## config.mk

```make
export PLATFORM = sky130hd
export DESIGN_NAME = xrg_controller
export DESIGN_NICKNAME = d
export VERILOG_FILES = /design/src/xrg_pkg.sv /design/src/xrg_controller.sv
export SDC_FILE = /design/constraint.sdc
export NUM_CORES = 1
export LEC_CHECK = 0
export BUFFER_PORTS_ARGS = -buffer_cell sky130_fd_sc_hd__buf_2
export CORE_UTILIZATION = 55
export CTS_CLUSTER_SIZE = 8
export DETAILED_ROUTE_END_ITERATION = 8
export GPL_ROUTABILITY_DRIVEN = 0
export PLACE_DENSITY = 0.82
export SKIP_CTS_REPAIR_TIMING = 1
export SYNTH_ARGS = -nofsm -noshare
export SYNTH_HDL_FRONTEND = slang
export SYNTH_SLANG_ARGS = --single-unit
```

## constraint.sdc

```tcl
create_clock -name clk -period 7.41 [get_ports clk]
set_input_delay 1.8525 -clock clk [delete_from_list [all_inputs] [get_ports clk]]
set_output_delay 1.8525 -clock clk [all_outputs]
set_load 0.02 [all_outputs]
```

## src/xrg_pkg.sv

```systemverilog
package xrg_pkg;

    localparam logic [63:0] GOLDEN_GAMMA = 64'h9e3779b97f4a7c15;
    localparam logic [63:0] MIX_MUL_A    = 64'hbf58476d1ce4e5b9;
    localparam logic [63:0] MIX_MUL_B    = 64'h94d049bb133111eb;

    localparam logic [255:0] SHORT_JUMP_POLY = {
        64'h39abdc4529b1661c, 64'ha9582618e03fc9aa,
        64'hd5a61266f0c9392c, 64'h180ec6d33cfd0aba
    };
    localparam logic [255:0] FAR_JUMP_POLY = {
        64'h39109bb02acbe635, 64'h77710069854ee241,
        64'hc5004e441c522fb3, 64'h76e15d3efefdcbbf
    };

    localparam logic [2:0] OP_RAW    = 3'd0;
    localparam logic [2:0] OP_BOUND  = 3'd1;
    localparam logic [2:0] OP_FRAC   = 3'd2;
    localparam logic [2:0] OP_JUMP   = 3'd3;
    localparam logic [2:0] OP_LJUMP  = 3'd4;
    localparam logic [2:0] OP_RESEED = 3'd5;

    typedef enum logic [3:0] {
        CMD_NONE,
        CMD_CAPTURE,
        CMD_SEED_LOAD,
        CMD_CTR_ADV,
        CMD_MUL_LL,
        CMD_MUL_HL,
        CMD_MUL_LH,
        CMD_Z_MIX,
        CMD_STORE,
        CMD_STEP,
        CMD_ACC_CLR,
        CMD_ACC_COPY,
        CMD_BMUL,
        CMD_DIV_INIT,
        CMD_DIV_STEP,
        CMD_LOAD_OUT
    } dp_cmd_t;

    typedef enum logic [1:0] {
        OUT_RAW,
        OUT_FRAC,
        OUT_BND
    } out_kind_t;

    typedef struct packed {
        dp_cmd_t   cmd;
        logic      const_b;
        logic      acc_xor;
        out_kind_t kind;
    } dp_ctrl_t;

    typedef struct packed {
        logic range_zero;
        logic l_lt_range;
        logic l_lt_thr;
    } dp_stat_t;

    function automatic logic poly_bit(input logic far, input logic [7:0] idx);
        logic [255:0] p;
        p = far ? FAR_JUMP_POLY : SHORT_JUMP_POLY;
        return p[idx];
    endfunction

endpackage

```

## src/xrg_controller.sv

```systemverilog
module xrg_controller
    import xrg_pkg::*;
(
    input  logic       clk,
    input  logic       rst_n,
    input  logic       in_valid,
    output logic       in_ready,
    input  logic [2:0] in_op,
    output logic       out_valid,
    input  logic       out_ready,
    input  dp_stat_t   stat,
    output dp_ctrl_t   ctrl
);

    typedef enum logic [4:0] {
        S_IDLE, S_SEED, S_ADV, S_MA0, S_MA1, S_MA2, S_Z, S_MB0, S_MB1, S_MB2,
        S_STORE, S_DRAW, S_B_STEP, S_B_CHK, S_B_TEST, S_DIV, S_B_REJ, S_B_REMUL,
        S_J_CLR, S_JUMP, S_J_COPY, S_FINISH
    } state_t;

    state_t      state_reg;
    logic [7:0]  cnt_reg;
    logic [1:0]  word_reg;
    logic        far_reg;
    out_kind_t   kind_reg;
    logic        out_valid_reg;
    logic        load_out;

    assign in_ready  = (state_reg == S_IDLE);
    assign out_valid = out_valid_reg;
    assign load_out  = (state_reg == S_FINISH) && (!out_valid_reg || out_ready);

    always_comb
    begin
        ctrl.cmd     = CMD_NONE;
        ctrl.const_b = (state_reg == S_MB0) || (state_reg == S_MB1) || (state_reg == S_MB2);
        ctrl.acc_xor = (state_reg == S_JUMP) && poly_bit(far_reg, cnt_reg);
        ctrl.kind    = kind_reg;
        case (state_reg)
            S_IDLE:    ctrl.cmd = CMD_CAPTURE;
            S_SEED:    ctrl.cmd = CMD_SEED_LOAD;
            S_ADV:     ctrl.cmd = CMD_CTR_ADV;
            S_MA0:     ctrl.cmd = CMD_MUL_LL;
            S_MB0:     ctrl.cmd = CMD_MUL_LL;
            S_MA1:     ctrl.cmd = CMD_MUL_HL;
            S_MB1:     ctrl.cmd = CMD_MUL_HL;
            S_MA2:     ctrl.cmd = CMD_MUL_LH;
            S_MB2:     ctrl.cmd = CMD_MUL_LH;
            S_Z:       ctrl.cmd = CMD_Z_MIX;
            S_STORE:   ctrl.cmd = CMD_STORE;
            S_DRAW:    ctrl.cmd = CMD_STEP;
            S_B_STEP:  ctrl.cmd = CMD_STEP;
            S_JUMP:    ctrl.cmd = CMD_STEP;
            S_B_CHK:   ctrl.cmd = stat.range_zero ? CMD_NONE : CMD_BMUL;
            S_B_TEST:  ctrl.cmd = CMD_DIV_INIT;
            S_DIV:     ctrl.cmd = CMD_DIV_STEP;
            S_B_REJ:   ctrl.cmd = stat.l_lt_thr ? CMD_STEP : CMD_NONE;
            S_B_REMUL: ctrl.cmd = CMD_BMUL;
            S_J_CLR:   ctrl.cmd = CMD_ACC_CLR;
            S_J_COPY:  ctrl.cmd = CMD_ACC_COPY;
            S_FINISH:  ctrl.cmd = load_out ? CMD_LOAD_OUT : CMD_NONE;
            default:   ctrl.cmd = CMD_NONE;
        endcase
    end

    always_ff @(posedge clk or negedge rst_n)
    begin
        if (!rst_n)
        begin
            state_reg     <= S_SEED;
            cnt_reg       <= '0;
            word_reg      <= '0;
            far_reg       <= 1'b0;
            kind_reg      <= OUT_RAW;
            out_valid_reg <= 1'b0;
        end
        else
        begin
            if (load_out)
            begin
                out_valid_reg <= 1'b1;
            end
            else if (out_ready)
            begin
                out_valid_reg <= 1'b0;
            end
            case (state_reg)
                S_IDLE:
                begin
                    if (in_valid)
                    begin
                        case (in_op)
                            OP_RAW:
                            begin
                                kind_reg  <= OUT_RAW;
                                state_reg <= S_DRAW;
                            end
                            OP_FRAC:
                            begin
                                kind_reg  <= OUT_FRAC;
                                state_reg <= S_DRAW;
                            end
                            OP_BOUND:
                            begin
                                kind_reg  <= OUT_BND;
                                state_reg <= S_B_STEP;
                            end
                            OP_JUMP, OP_LJUMP:
                            begin
                                far_reg   <= (in_op == OP_LJUMP);
                                state_reg <= S_J_CLR;
                            end
                            OP_RESEED:
                            begin
                                state_reg <= S_SEED;
                            end
                            default:
                            begin
                                state_reg <= S_IDLE;
                            end
                        endcase
                    end
                end
                S_SEED:
                begin
                    word_reg  <= '0;
                    state_reg <= S_ADV;
                end
                S_ADV:   state_reg <= S_MA0;
                S_MA0:   state_reg <= S_MA1;
                S_MA1:   state_reg <= S_MA2;
                S_MA2:   state_reg <= S_Z;
                S_Z:     state_reg <= S_MB0;
                S_MB0:   state_reg <= S_MB1;
                S_MB1:   state_reg <= S_MB2;
                S_MB2:   state_reg <= S_STORE;
                S_STORE:
                begin
                    word_reg  <= word_reg + 2'd1;
                    state_reg <= (word_reg == 2'd3) ? S_IDLE : S_ADV;
                end
                S_DRAW:   state_reg <= S_FINISH;
                S_B_STEP: state_reg <= S_B_CHK;
                S_B_CHK:  state_reg <= stat.range_zero ? S_FINISH : S_B_TEST;
                S_B_TEST:
                begin
                    cnt_reg   <= '0;
                    state_reg <= stat.l_lt_range ? S_DIV : S_FINISH;
                end
                S_DIV:
                begin
                    cnt_reg <= cnt_reg + 8'd1;
                    if (cnt_reg == 8'd31)
                    begin
                        state_reg <= S_B_REJ;
                    end
                end
                S_B_REJ:   state_reg <= stat.l_lt_thr ? S_B_REMUL : S_FINISH;
                S_B_REMUL: state_reg <= S_B_REJ;
                S_J_CLR:
                begin
                    cnt_reg   <= '0;
                    state_reg <= S_JUMP;
                end
                S_JUMP:
                begin
                    cnt_reg <= cnt_reg + 8'd1;
                    if (cnt_reg == 8'd255)
                    begin
                        state_reg <= S_J_COPY;
                    end
                end
                S_J_COPY: state_reg <= S_IDLE;
                S_FINISH:
                begin
                    if (load_out)
                    begin
                        state_reg <= S_IDLE;
                    end
                end
                default:  state_reg <= S_IDLE;
            endcase
        end
    end

endmodule

```

======== Yosys cells after proc, flatten, opt, wreduce, memory -nomap -nowiden ========
Index checks and enable logic that the tools add are counted.
storage, ports and cells
  output and inout port bits .............. 10
  logic and storage cells ................. 87
  input port bits ......................... 10
  register bits ........................... 19
operators by class
  eq/ne operators ......................... 33
  order comparisons ....................... 1
  add/sub/neg operators ................... 2
  reduce and logical (&&, ||, !) cells .... 23
  muxes and demuxes ....................... 22
operators by type and width
  cell                 number
  $mux 248             1
  $pmux 5 s21          1
  $pmux 4 s17          1
  $eq 5x4->1 const B   8
  $eq 5x5->1 const B   6
  $mux 5               6
  $eq 5x3->1 const B   4
  $pmux 5 s4           1
  $pmux 8 s2           1
  $reduce_or 2->1      7
  $mux 4               3
  $eq 5x2->1 const B   2
  $lt 8x9->1 const B   1
  $add 8x1->8 const B  1
  $bmux 1 s8           1
  $eq 8x5->1 const B   1
  $eq 8x8->1 const B   1
  $eq 3x2->1 const B   2
  $eq 3x3->1 const B   2
  $ne 2x2->1 const B   3
  $pmux 2 s3           1
  $reduce_and 3->1     2
  $reduce_bool 2->1    3
  $eq 5x1->1 const B   1
  other kinds (16)     21

======== Longest topological paths before layout ========
  word-level depth ........................ 5
  depth in mapped cells ................... 10
  gate-level depth less buffers ........... 9

======== Worst setup path after synthesis ========
OpenSTA, ideal clock, no wires.
  path kind ............................... in2out
  start ................................... input port out_ready
  end ..................................... output port ctrl[5] (netlist bit)
  stages .................................. 6
  arrival ................................. 2.587 ns
  buffers on the path ..................... 0
  data required time ...................... 5.557 ns
  setup slack ............................. 2.971 ns
  cells stage by stage .................... nor2b_1 nand2_1 nand3_1 a21oi_1 a21oi_1 o22ai_1
RTL lines
  element             line                  text
  start: declaration  xrg_controller.sv:10  input logic out_ready,
  end: declaration    xrg_controller.sv:12  output dp_ctrl_t ctrl

==> flow_metrics.tcl <==
set metrics [dict create \
    grt_pass1_wl_um 11500 \
    htree_levels 1 \
    period_needed_ps 4950 \
    clock-sinks 19 \
    hold_violations 0 \
    path_max_fanout 14 \
    vias 2809 \
    drive_above_1_share_pct 10.1 \
    n_fill_cell 417 \
    avgViaCountPerCell 6.72 \
    tightest_slew_ps 846 \
    largest_reg_flops 8 \
    routedWlPerCell_um 16.3 \
    place_ws_ps 2760 \
    antenna_left 0 \
    critical_path_class "reg2out" \
    routed_wl_um 6830 \
    overflow 0 \
    drt_iter0_drc 507 \
    synth.distinct_cells 68 \
    hold_class "reg2reg" \
    irDropWorstVdd_v 0.000320 \
    synth_top_family_by_area "compound AO/OA/AOI/OAI gates" \
    p_sw_uw 504 \
    dpl_cell_area_mm2 0.00262 \
    track_usage_pct 28.3 \
    area_growth_pct 3.10 \
    port-buffer-count 19 \
    slew_headroom_pct 43.6 \
    postLayoutCoreUtil_pct 59.9 \
    status "finished, final reports clean" \
    crit_family "compound AO/OA/AOI/OAI gates" \
    crit_chain "inv_1 -> ha_1 -> nand2_1 -> nand3_1 -> a21oi_1 -> o311ai_0 -> a21oi_1 -> a221o_1 -> buf_2" \
    synth-compound-area-share_pct 34.3 \
    fin_skew_ps 6.83 \
    netlist_instances 369 \
    syn-cell-area_mm2 0.00258 \
    muxShareOfSynthArea_pct 3.25 \
    final_common_cell "nand2_1" \
    syn_nets 395 \
    dieArea_mm2 0.00497 \
    ys.flop_type "dfrtp_1" \
    rsz0062_at_grt "false" \
    final.setup.tns_ps 0 \
    final_cell_area_mm2 0.00266 \
    cts_tree "yes" \
    p_leak_nw 1.06 \
    cpPeakStageDelay_ps 640 \
    core_area_mm2 0.00444 \
    crit_path_top_delay_cell "dfrtp_1" \
    synth_xor_area_share_pct 0.679 \
    hpwl_um 4880 \
    ios 20 \
    path_buf_inv 2 \
    yosys.area_share.simple_pct 27.8 \
    nets 393 \
    yosysSeqAreaShare_pct 18.5 \
    cts_root_buffer "clkbuf_8" \
    pwr-share-seq_pct 27.6 \
    syn_area_per_cell_um2 7.00 \
    path_clk_slew_ps 70 \
    cp-end-kind "output port" \
    rows 24 \
    drcViolationCount 0 \
    synth-seq-cells 19 \
    n_antenna_cell 0 \
    yosys_warnings 0 \
    p_int_uw 409 \
    mostFrequentLayoutCells "nand2_1 (44), nor2_1 (41), o21ai_0 (32), a21oi_1 (30), buf_2 (19)" \
    synth_edf_count 0 \
    grt_pass1_vias 2466 \
    finalMaxSlewViolations 0 \
    cts_made_buffers 3 \
    synth_adder_area_share_pct 7.76 \
    antenna_found_initial 0 \
    p_comb_share_pct 64.3 \
    p_sw_share_pct 55.2 \
    timing.max_cap.violations 0 \
    cp.required_ps 5560 \
    die_x_um 70.5 \
    die_h_um 70.5 \
    clockPowerShare_pct 8.1 \
    fmax_mhz 202 \
    initial_utilization_pct 58.1 \
    first_pass_iters 5 \
    finalCritPeriodShare_pct 66.8 \
    cp.arrival_ps 3100 \
    start_kind "flip-flop" \
    crit_path_frequent_cell "a21oi_1" \
    synth-async-reset-ratio_pct 100 \
    clockBufferDepth 2 \
    power.density_mw_per_mm2 343 \
    worstSkewPairLatency_ps 260 \
    grt_max_degree 29 \
    setup_viol 0 \
    layout_setup_ws_ps 2460 \
]
==> metal layers <==
layer  GRT usage (%)  vias up  wire length, um
met5               0        -                0
met3            3.03       25              462
met1            38.5     1293             3010
met2            45.0      134             3140
met4            13.6        0              221
li1                -     1357                -
==> tightest hold or removal path, delay by kind of cell, from the launching register on <==
family,cells,cell delay [ps]
AND/OR/NAND/NOR,2,120
flip-flops,1,350
==> cell families (layout without fill, tap and decap cells) <==
logic type / after synthesis / in the layout
buffers and inverters: 44 / 41
AND/OR/NAND/NOR: 149 / 149
XOR/XNOR: 2 / 2
AO/OA/AOI/OAI: 131 / 131
flip-flops: 19 / 19
multiplexers: 8 / 8
adder cells (fa/ha/maj): 16 / 16
==> through the flow <==
step / hold slack [ps] / power [mW] / cells
5_1_grt: 533 / 0.996 / 418
3_5_place_dp: 499 / 0.826 / 414
6_report: 503 / 0.913 / 418
3_3_place_gp: 480 / 0.813 / 414
2_1_floorplan: 512 / 0.700 / 369
4_1_cts: 514 / 0.903 / 418
==> synthesized netlist by cell type (3+ instances only) <==
cell type / number / area, um2
a211oi_1: 9 / 67.6
a21oi_1: 30 / 150
a221o_1: 4 / 40.0
a221oi_1: 3 / 26.3
a31oi_1: 5 / 31.3
and3_1: 3 / 18.8
buf_2: 10 / 50.1
clkbuf_1: 12 / 45.0
dfrtp_1: 18 / 450
ha_1: 16 / 200
inv_1: 12 / 45.0
inv_2: 3 / 11.3
mux2i_1: 5 / 50.1
nand2_1: 44 / 165
nand2b_1: 10 / 62.6
nand3_1: 9 / 45.0
nand3b_1: 3 / 22.5
nand4_1: 7 / 43.8
nor2_1: 41 / 154
nor2b_1: 12 / 75.1
nor3_1: 8 / 40.0
o211ai_1: 5 / 37.5
o21ai_0: 32 / 160
o21ai_1: 4 / 20.0
o311ai_0: 4 / 35.0
o31ai_1: 4 / 30.0
or3_1: 3 / 18.8
==> power groups by stage <==
| stage | Sequential [mW] | Combinational [mW] | Clock (mW) |
|---|---|---|---|
| floorplan | 0.166 | 0.534 | 0 |
| global placement | 0.247 | 0.566 | 0 |
| detailed placement | 0.249 | 0.577 | 0 |
| CTS | 0.248 | 0.580 | 0.0748 |
| global route | 0.263 | 0.655 | 0.0791 |
| finish | 0.252 | 0.587 | 0.0739 |
==> layout make-up <==
type                       count  area (um2)  area share, %
tap                           52        65.1           2.44
multi-input combinational    306        1900           71.6
sequential                    19         477           17.9
timing repair buffer          21         110           4.14
clock buffer                   4        45.0           1.69
inverter                      16        60.1           2.26
==> worst paths after layout <==
path	end	slack [ps]	cells after the start	start
setup / recovery	ctrl[2]	2460	9	cnt_reg[0]$_DFFE_PN0P_
hold / removal	kind_reg[1]$_DFFE_PN0P_	500	2	kind_reg[1]$_DFFE_PN0P_
setup reg to reg	state_reg[2]$_DFFE_PN0P_	4570	8	cnt_reg[1]$_DFFE_PN0P_
hold reg to reg	kind_reg[1]$_DFFE_PN0P_	500	2	kind_reg[1]$_DFFE_PN0P_
max in group asynchronous	state_reg[0]$_DFFE_PN1P_	5550	1	rst_n
min in group asynchronous	out_valid$_DFFE_PN0P_	1520	1	rst_n
Power figures use the tool's default switching activity.
